===== src/rtl/rmvi_pkg.sv =====
`timescale 1ns / 1ps
// shared constants, codes and types of the regression imputer
package rmvi_pkg;

  localparam int MAX_RECORDS    = 8;
  localparam int NUM_ATTRIBUTES = 5;
  localparam int CELLS          = MAX_RECORDS * NUM_ATTRIBUTES;

  localparam int CELL_W = 32;
  localparam int CFG_W  = 4;
  localparam int ADDR_W = $clog2(CELLS);
  localparam int CNT_W  = $clog2(CELLS + 1);
  localparam int ROW_W  = $clog2(MAX_RECORDS + 1);
  localparam int COL_W  = $clog2(NUM_ATTRIBUTES);
  localparam int SUM_W  = CELL_W + $clog2(MAX_RECORDS) + 1;
  localparam int WIDE_W = 112;
  localparam int DCNT_W = $clog2(WIDE_W + 1);

  localparam int APB_AW = 3;
  localparam int APB_DW = 32;
  localparam logic [APB_AW-3:0] REG_RECORD_COUNT = '0;
  localparam logic [CFG_W-1:0]  RECORD_COUNT_RST = CFG_W'(8);

  typedef enum logic [1:0] {
    CAP_NONE,
    CAP_Y,
    CAP_X,
    CAP_XR
  } cap_e;

  typedef enum logic [3:0] {
    MOP_XY,
    MOP_XX,
    MOP_NSXX,
    MOP_SXSX,
    MOP_NSXY,
    MOP_SXSY,
    MOP_NXR,
    MOP_NT,
    MOP_SYD,
    MOP_ND
  } mop_e;

  typedef enum logic [3:0] {
    WB_NONE,
    WB_SXY,
    WB_SXX,
    WB_TMP,
    WB_DSUB,
    WB_NSUB,
    WB_T,
    WB_NUM,
    WB_DEN
  } wb_e;

  typedef enum logic {
    WSEL_IN,
    WSEL_QUO
  } wsel_e;

  typedef struct packed {
    logic              ram_we;
    wsel_e             wsel;
    logic [ADDR_W-1:0] ram_addr;
    cap_e              cap;
    logic              clr_fit;
    logic              acc_row;
    logic              mul_start;
    mop_e              mop;
    wb_e               wb;
    logic              div_start;
    logic              set_filled;
    logic              clr_filled;
    logic              load_out;
    logic              out_last;
  } dp_cmd_t;

  typedef struct packed {
    logic rd_zero;
    logic y_nz;
    logic n_zero;
    logic d_zero;
    logic mul_done;
    logic div_done;
  } dp_sts_t;

endpackage


===== src/rtl/rmvi_ctrl.sv =====
`timescale 1ns / 1ps
// controller: load, per-cell fit sequencing and emission
module rmvi_ctrl (
  input  logic                         clk_i,
  input  logic                         rst_ni,
  input  logic                         in_valid_i,
  output logic                         in_ready_o,
  output logic                         out_valid_o,
  input  logic                         out_ready_i,
  input  logic [rmvi_pkg::ROW_W-1:0]   rows_i,
  input  logic [rmvi_pkg::CNT_W-1:0]   total_i,
  input  rmvi_pkg::dp_sts_t            sts_i,
  output rmvi_pkg::dp_cmd_t            cmd_o
);
  import rmvi_pkg::*;

  typedef enum logic [19:0] {
    S_LOAD   = 20'h00001,
    S_CRD    = 20'h00002,
    S_CCAP   = 20'h00004,
    S_RY     = 20'h00008,
    S_RX     = 20'h00010,
    S_CX     = 20'h00020,
    S_ROW    = 20'h00040,
    S_MXY    = 20'h00080,
    S_MXX    = 20'h00100,
    S_RNEXT  = 20'h00200,
    S_FXRD   = 20'h00400,
    S_FXCAP  = 20'h00800,
    S_MSTART = 20'h01000,
    S_MWAIT  = 20'h02000,
    S_DIV    = 20'h04000,
    S_DWAIT  = 20'h08000,
    S_NEXT   = 20'h10000,
    S_ERD    = 20'h20000,
    S_ELD    = 20'h40000,
    S_EHOLD  = 20'h80000
  } state_e;

  state_e            state_q, state_d;
  logic [CNT_W-1:0]  lp_q, lp_d;
  logic [ADDR_W-1:0] idx_q, idx_d, jb_q, jb_d;
  logic [COL_W-1:0]  col_q, col_d, nx;
  logic [ROW_W-1:0]  j_q, j_d;
  logic [2:0]        step_q, step_d;
  logic              out_valid_q, out_valid_d;
  logic [CNT_W-1:0]  slot;
  logic              in_fire, last_slot, last_idx;
  mop_e              step_mop;
  wb_e               step_wb;

  assign nx        = (col_q == COL_W'(NUM_ATTRIBUTES - 1)) ? '0 : col_q + COL_W'(1);
  assign slot      = (lp_q < total_i) ? lp_q : total_i - CNT_W'(1);
  assign in_fire   = in_valid_i && in_ready_o;
  assign last_slot = (slot + CNT_W'(1)) >= total_i;
  assign last_idx  = CNT_W'(idx_q) == (total_i - CNT_W'(1));
  assign in_ready_o  = state_q == S_LOAD;
  assign out_valid_o = out_valid_q;

  always_comb begin
    case (step_q)
      3'd0:    begin step_mop = MOP_NSXX; step_wb = WB_TMP;  end
      3'd1:    begin step_mop = MOP_SXSX; step_wb = WB_DSUB; end
      3'd2:    begin step_mop = MOP_NSXY; step_wb = WB_TMP;  end
      3'd3:    begin step_mop = MOP_SXSY; step_wb = WB_NSUB; end
      3'd4:    begin step_mop = MOP_NXR;  step_wb = WB_T;    end
      3'd5:    begin step_mop = MOP_NT;   step_wb = WB_TMP;  end
      3'd6:    begin step_mop = MOP_SYD;  step_wb = WB_NUM;  end
      default: begin step_mop = MOP_ND;   step_wb = WB_DEN;  end
    endcase
  end

  always_comb begin
    state_d     = state_q;
    lp_d        = lp_q;
    idx_d       = idx_q;
    jb_d        = jb_q;
    col_d       = col_q;
    j_d         = j_q;
    step_d      = step_q;
    out_valid_d = out_valid_q;
    cmd_o            = '0;
    cmd_o.wsel       = WSEL_QUO;
    cmd_o.ram_addr   = idx_q;
    cmd_o.cap        = CAP_NONE;
    cmd_o.mop        = MOP_XY;
    cmd_o.wb         = WB_NONE;
    case (state_q)
      S_LOAD: begin
        cmd_o.wsel     = WSEL_IN;
        cmd_o.ram_addr = slot[ADDR_W-1:0];
        if (in_fire) begin
          cmd_o.ram_we = 1'b1;
          if (last_slot) begin
            lp_d             = '0;
            idx_d            = '0;
            col_d            = '0;
            cmd_o.clr_filled = 1'b1;
            state_d          = S_CRD;
          end else begin
            lp_d = slot + CNT_W'(1);
          end
        end
      end
      S_CRD: state_d = S_CCAP;
      S_CCAP: begin
        if (sts_i.rd_zero) begin
          cmd_o.clr_fit = 1'b1;
          j_d           = '0;
          jb_d          = '0;
          state_d       = S_RY;
        end else begin
          state_d = S_NEXT;
        end
      end
      S_RY: begin
        cmd_o.ram_addr = jb_q + ADDR_W'(col_q);
        state_d        = S_RX;
      end
      S_RX: begin
        cmd_o.ram_addr = jb_q + ADDR_W'(nx);
        cmd_o.cap      = CAP_Y;
        state_d        = S_CX;
      end
      S_CX: begin
        cmd_o.cap = CAP_X;
        state_d   = S_ROW;
      end
      S_ROW: begin
        if (sts_i.y_nz) begin
          cmd_o.acc_row   = 1'b1;
          cmd_o.mul_start = 1'b1;
          cmd_o.mop       = MOP_XY;
          state_d         = S_MXY;
        end else begin
          state_d = S_RNEXT;
        end
      end
      S_MXY: begin
        cmd_o.mop = MOP_XX;
        if (sts_i.mul_done) begin
          cmd_o.wb        = WB_SXY;
          cmd_o.mul_start = 1'b1;
          state_d         = S_MXX;
        end
      end
      S_MXX: begin
        if (sts_i.mul_done) begin
          cmd_o.wb = WB_SXX;
          state_d  = S_RNEXT;
        end
      end
      S_RNEXT: begin
        if (j_q == rows_i - ROW_W'(1)) begin
          state_d = S_FXRD;
        end else begin
          j_d     = j_q + ROW_W'(1);
          jb_d    = jb_q + ADDR_W'(NUM_ATTRIBUTES);
          state_d = S_RY;
        end
      end
      S_FXRD: begin
        cmd_o.ram_addr = idx_q - ADDR_W'(col_q) + ADDR_W'(nx);
        state_d        = S_FXCAP;
      end
      S_FXCAP: begin
        cmd_o.cap = CAP_XR;
        step_d    = '0;
        state_d   = sts_i.n_zero ? S_NEXT : S_MSTART;
      end
      S_MSTART: begin
        cmd_o.mop = step_mop;
        if ((step_q == 3'd2) && sts_i.d_zero) begin
          state_d = S_NEXT;
        end else begin
          cmd_o.mul_start = 1'b1;
          state_d         = S_MWAIT;
        end
      end
      S_MWAIT: begin
        cmd_o.mop = step_mop;
        if (sts_i.mul_done) begin
          cmd_o.wb = step_wb;
          if (step_q == 3'd7) begin
            state_d = S_DIV;
          end else begin
            step_d  = step_q + 3'd1;
            state_d = S_MSTART;
          end
        end
      end
      S_DIV: begin
        cmd_o.div_start = 1'b1;
        state_d         = S_DWAIT;
      end
      S_DWAIT: begin
        if (sts_i.div_done) begin
          cmd_o.ram_we     = 1'b1;
          cmd_o.set_filled = 1'b1;
          state_d          = S_NEXT;
        end
      end
      S_NEXT: begin
        if (last_idx) begin
          idx_d   = '0;
          state_d = S_ERD;
        end else begin
          idx_d   = idx_q + ADDR_W'(1);
          col_d   = nx;
          state_d = S_CRD;
        end
      end
      S_ERD: state_d = S_ELD;
      S_ELD: begin
        cmd_o.load_out = 1'b1;
        cmd_o.out_last = last_idx;
        out_valid_d    = 1'b1;
        state_d        = S_EHOLD;
      end
      S_EHOLD: begin
        if (out_ready_i) begin
          out_valid_d = 1'b0;
          if (last_idx) begin
            idx_d   = '0;
            state_d = S_LOAD;
          end else begin
            idx_d   = idx_q + ADDR_W'(1);
            state_d = S_ERD;
          end
        end
      end
      default: state_d = S_LOAD;
    endcase
  end

  always_ff @(posedge clk_i or negedge rst_ni) begin
    if (!rst_ni) begin
      state_q     <= S_LOAD;
      lp_q        <= '0;
      idx_q       <= '0;
      jb_q        <= '0;
      col_q       <= '0;
      j_q         <= '0;
      step_q      <= '0;
      out_valid_q <= 1'b0;
    end else begin
      state_q     <= state_d;
      lp_q        <= lp_d;
      idx_q       <= idx_d;
      jb_q        <= jb_d;
      col_q       <= col_d;
      j_q         <= j_d;
      step_q      <= step_d;
      out_valid_q <= out_valid_d;
    end
  end

  a_no_load_while_emitting: assert property (@(posedge clk_i) disable iff (!rst_ni)
    out_valid_o |-> !in_ready_o)
    else $error("input taken while a result is pending");

  a_full_set_starts_fit: assert property (@(posedge clk_i) disable iff (!rst_ni)
    in_fire && last_slot |=> state_q == S_CRD && idx_q == '0)
    else $error("completed set did not start the fit pass");

  a_last_result_reloads: assert property (@(posedge clk_i) disable iff (!rst_ni)
    out_valid_o && out_ready_i && last_idx |=> state_q == S_LOAD && lp_q == '0)
    else $error("final result did not return to loading");

  a_store_write_phase: assert property (@(posedge clk_i) disable iff (!rst_ni)
    cmd_o.ram_we |-> state_q == S_LOAD || (state_q == S_DWAIT && sts_i.div_done))
    else $error("cell store written outside load or imputation");
endmodule


===== config.mk =====
export PLATFORM = sky130hd
export DESIGN_NAME = rmvi_ctrl
export DESIGN_NICKNAME = d
export VERILOG_FILES = /design/src/rtl/rmvi_pkg.sv /design/src/rtl/rmvi_ctrl.sv
export SDC_FILE = /design/constraint.sdc
export NUM_CORES = 1
export LEC_CHECK = 0
export BUFFER_PORTS_ARGS = -buffer_cell sky130_fd_sc_hd__buf_2
export CORE_UTILIZATION = 60
export DETAILED_ROUTE_END_ITERATION = 8
export GPL_ROUTABILITY_DRIVEN = 0
export PLACE_DENSITY_LB_ADDON = 0.05
export SETUP_SLACK_MARGIN = 0.02
export SLEW_MARGIN = 5
export SYNTH_ARGS = -nofsm -noshare
export SYNTH_HDL_FRONTEND = slang
export SYNTH_SLANG_ARGS = --single-unit

===== constraint.sdc =====
create_clock -name clk_i -period 9.1 [get_ports clk_i]
set_clock_uncertainty 0.05 [all_clocks]
set_input_delay 0.455 -clock clk_i [delete_from_list [all_inputs] [get_ports clk_i]]
set_output_delay 0.455 -clock clk_i [all_outputs]
set_load 0.03 [all_outputs]

==> impl_metrics.tcl <==
set metrics [dict create \
    post_synth.cell_area_avg_um2 8.25 \
    die_area_um2 7220 \
    layout_commonest_cell "nor2_1" \
    cts_setup_buffers 0 \
    cp_slowest_stage_delay_ns 0.94 \
    synth.distinct_cells 56 \
    gr-usage-met1_pct 40.9 \
    area_delta_synth_final_pct 10.2 \
    holdBufCountCts 0 \
    r2r_cells 17 \
    cts_tree "done" \
    slowest_stage "o21ai_1" \
    io_pins 48 \
    crit_buf_inv 0 \
    fin_crit_sh_pct 62.6 \
    postSynthNetCount 559 \
    gr-total-overflow 0 \
    critical_path_class "register to register" \
    cp_top_family "compound AO/OA/AOI/OAI gates" \
    path_common_cell "a21oi_1" \
    grt_pass1_wl_um 17600 \
    die_x_um 85.0 \
    clk_pin_slew_worst_paths_ns 0.10 \
    insertion_delay_ns 0.32 \
    yosysSeqAreaShare_pct 29.7 \
    io_buffers 47 \
    min_path_type "input pin to asynchronous set/reset pin" \
    grt_usage_pct 30.9 \
    worst-path-max-fanout 21 \
    cts.repair.resized 0 \
    drive_above_1_share_pct 13.1 \
    dr_total_vias 3920 \
    h-tree-depth 2 \
    grt_max_degree 50 \
    hold_violations 0 \
    synth_edf_count 0 \
    synth-seq-cells 49 \
    outcome "finished clean" \
    fp.coreArea_um2 6490 \
    final_cell_mix "nor2_1 (49), dfrtp_1 (48), buf_2 (47)" \
    cts_buffers 5 \
    r2r_start "lp_q[3]" \
    maxSlewViolCount 0 \
    drc_errors 0 \
    grt_util_met3_pct 4.28 \
    drt-pass1-iter-count 5 \
    drv_cap 0 \
    total_power_mw 1.02 \
    die_h_um 85.0 \
    vias_per_cell 6.31 \
    maxSlewHeadroom_pct 17.9 \
    postRouteAntennaNets 0 \
    syn-cell-area_um2 4130 \
    place_hpwl_um 8140 \
    worstReg2RegEnd "state_q[14]" \
    grt_pass1_vias 3724 \
    worst_pin_slew_ns 1.22 \
    ir_worst_vdd_mv 0.104 \
    busiest_layer "met2" \
    rsz0062_at_grt "false" \
    initial_core_util_pct 63.6 \
    ys_warn_count 0 \
    cts.path.max_buffers 2 \
    row_count 29 \
    finish.net_count 601 \
    max_freq_mhz 175 \
    cp.arrival_ns 5.86 \
    drt_iter0_drc 339 \
    antenna_found_initial 0 \
    powerDensity_nw_per_um2 224 \
    grt_util_met2_pct 51.6 \
    cts-root-buf "clkbuf_8" \
    path_cells "ha_1 -> o21a_1 -> o211ai_1 -> o21ai_1 -> nor2_1 -> a21oi_1 -> ha_1 -> or3b_2 -> xnor2_1 -> a21oi_1 -> ha_1 -> a2111oi_0 -> a21oi_1 -> a21oi_1 -> nor4_1 -> nor2b_1 -> and3_1" \
    fin_crit_ns 5.70 \
    diodes 0 \
    crit_path_start_kind "register" \
    synth_ff_type "dfrtp_1" \
    leakage_nw 2.22 \
    required_ns 9.26 \
    setup_tns_ns 0 \
    endpoint_kind "register" \
    drt-total-wl_um 10600 \
    r2r_slack_ns 3.40 \
    setup_violations 0 \
    syn_inst 501 \
    async_flop_share_pct 100 \
    cts.sinks 49 \
    wl_per_cell_um 17.1 \
]
[power breakdown]
group	leakage, nW	internal [mW]	switching, mW	total [mW]
registers	0.665	0.245	0.0324	0.278
clock network	0.0681	0.109	0.0812	0.190
logic	1.49	0.194	0.355	0.549
total	2.22	0.549	0.469	1.02
[stage by stage]
step / setup slack [ns] / std cells / hold WS (ns) / cell area (um^2) / util (%)
2_1_floorplan: 4.62 / 501 / 0.109 / 4130 / -
6_report: 3.40 / 621 / 0.170 / 4550 / 70.1
3_3_place_gp: 3.70 / 613 / 0.441 / 4420 / 68.0
3_5_place_dp: 3.37 / 613 / 0.472 / 4420 / 68.0
4_1_cts: 3.52 / 621 / 0.223 / 4550 / 70.1
5_1_grt: 3.05 / 621 / 0.265 / 4550 / 70.1
[synth_stat cells, types with 9 or more instances]
cell,n,share of area (%)
a21oi_1,21,2.5
and3_1,11,1.7
clkbuf_1,10,0.91
dfrtp_1,48,29
ha_1,34,10
inv_1,42,3.8
nand2_1,37,3.4
nand3_1,22,2.7
nand4_1,9,1.4
nor2_1,49,4.5
nor2b_1,10,1.5
nor3_1,16,1.9
o21ai_0,37,4.5
xnor2_1,20,4.2
xor2_1,18,3.8
[logic make-up after synthesis]
logic type	count (synthesis)	share of synthesized area, %
DFF	49	29.7
xor gates and xnor gates	39	8.60
buffers and inverters	55	5.09
and+or+nand+nor	213	28.4
adders and majority gates	38	12.2
AOI/OAI and AO/OA	107	16.0
[how the worst max path moves through the flow]
stage                     from     endpoint  slack, ns  cells past startpoint
global route           lp_q[3]  state_q[14]       3.05                     17
global placement    total_i[3]  state_q[14]       3.70                     19
detailed placement  total_i[2]  state_q[14]       3.37                     19
finish                 lp_q[3]  state_q[14]       3.40                     17
floorplan           total_i[1]  state_q[14]       4.62                     17
CTS                    lp_q[3]  state_q[14]       3.52                     17
[worst reg2reg max path, cell delays in order, from the launching register on]
cell	delay, ns
dfrtp_1	0.47
ha_1	0.31
o21a_1	0.11
o211ai_1	0.08
o21ai_1	0.94
nor2_1	0.07
a21oi_1	0.29
ha_1	0.31
or3b_2	0.48
xnor2_1	0.16
a21oi_1	0.11
ha_1	0.28
a2111oi_0	0.59
a21oi_1	0.21
a21oi_1	0.48
nor4_1	0.21
nor2b_1	0.22
and3_1	0.22
[layer usage]
| layer | part of all wire, % | routed length (um) |
|---|---|---|
| met1 | 42 | 4500 |
| met2 | 48 | 5050 |
| met3 | 7.3 | 770 |
| met4 | 2.7 | 289 |
| met5 | 0 | 0 |
[final cells by class]
class / instances / area [um^2]
sequential: 49 / 1230
multi-input combinational: 397 / 2700
clock inverter: 3 / 65.1
tap: 77 / 96.3
inverter: 42 / 158
clock buffer: 5 / 68.8
timing repair buffer: 48 / 243
fill: 544 / 1940
[registers in the layout, summed over array words and instances, names as in the netlist]
register and count:
out_valid_o 1, state_q 20, step_q 3, col_q 3
jb_q 6, j_q 4, lp_q 6, idx_q 6
(Power assumes the default switching activity.)
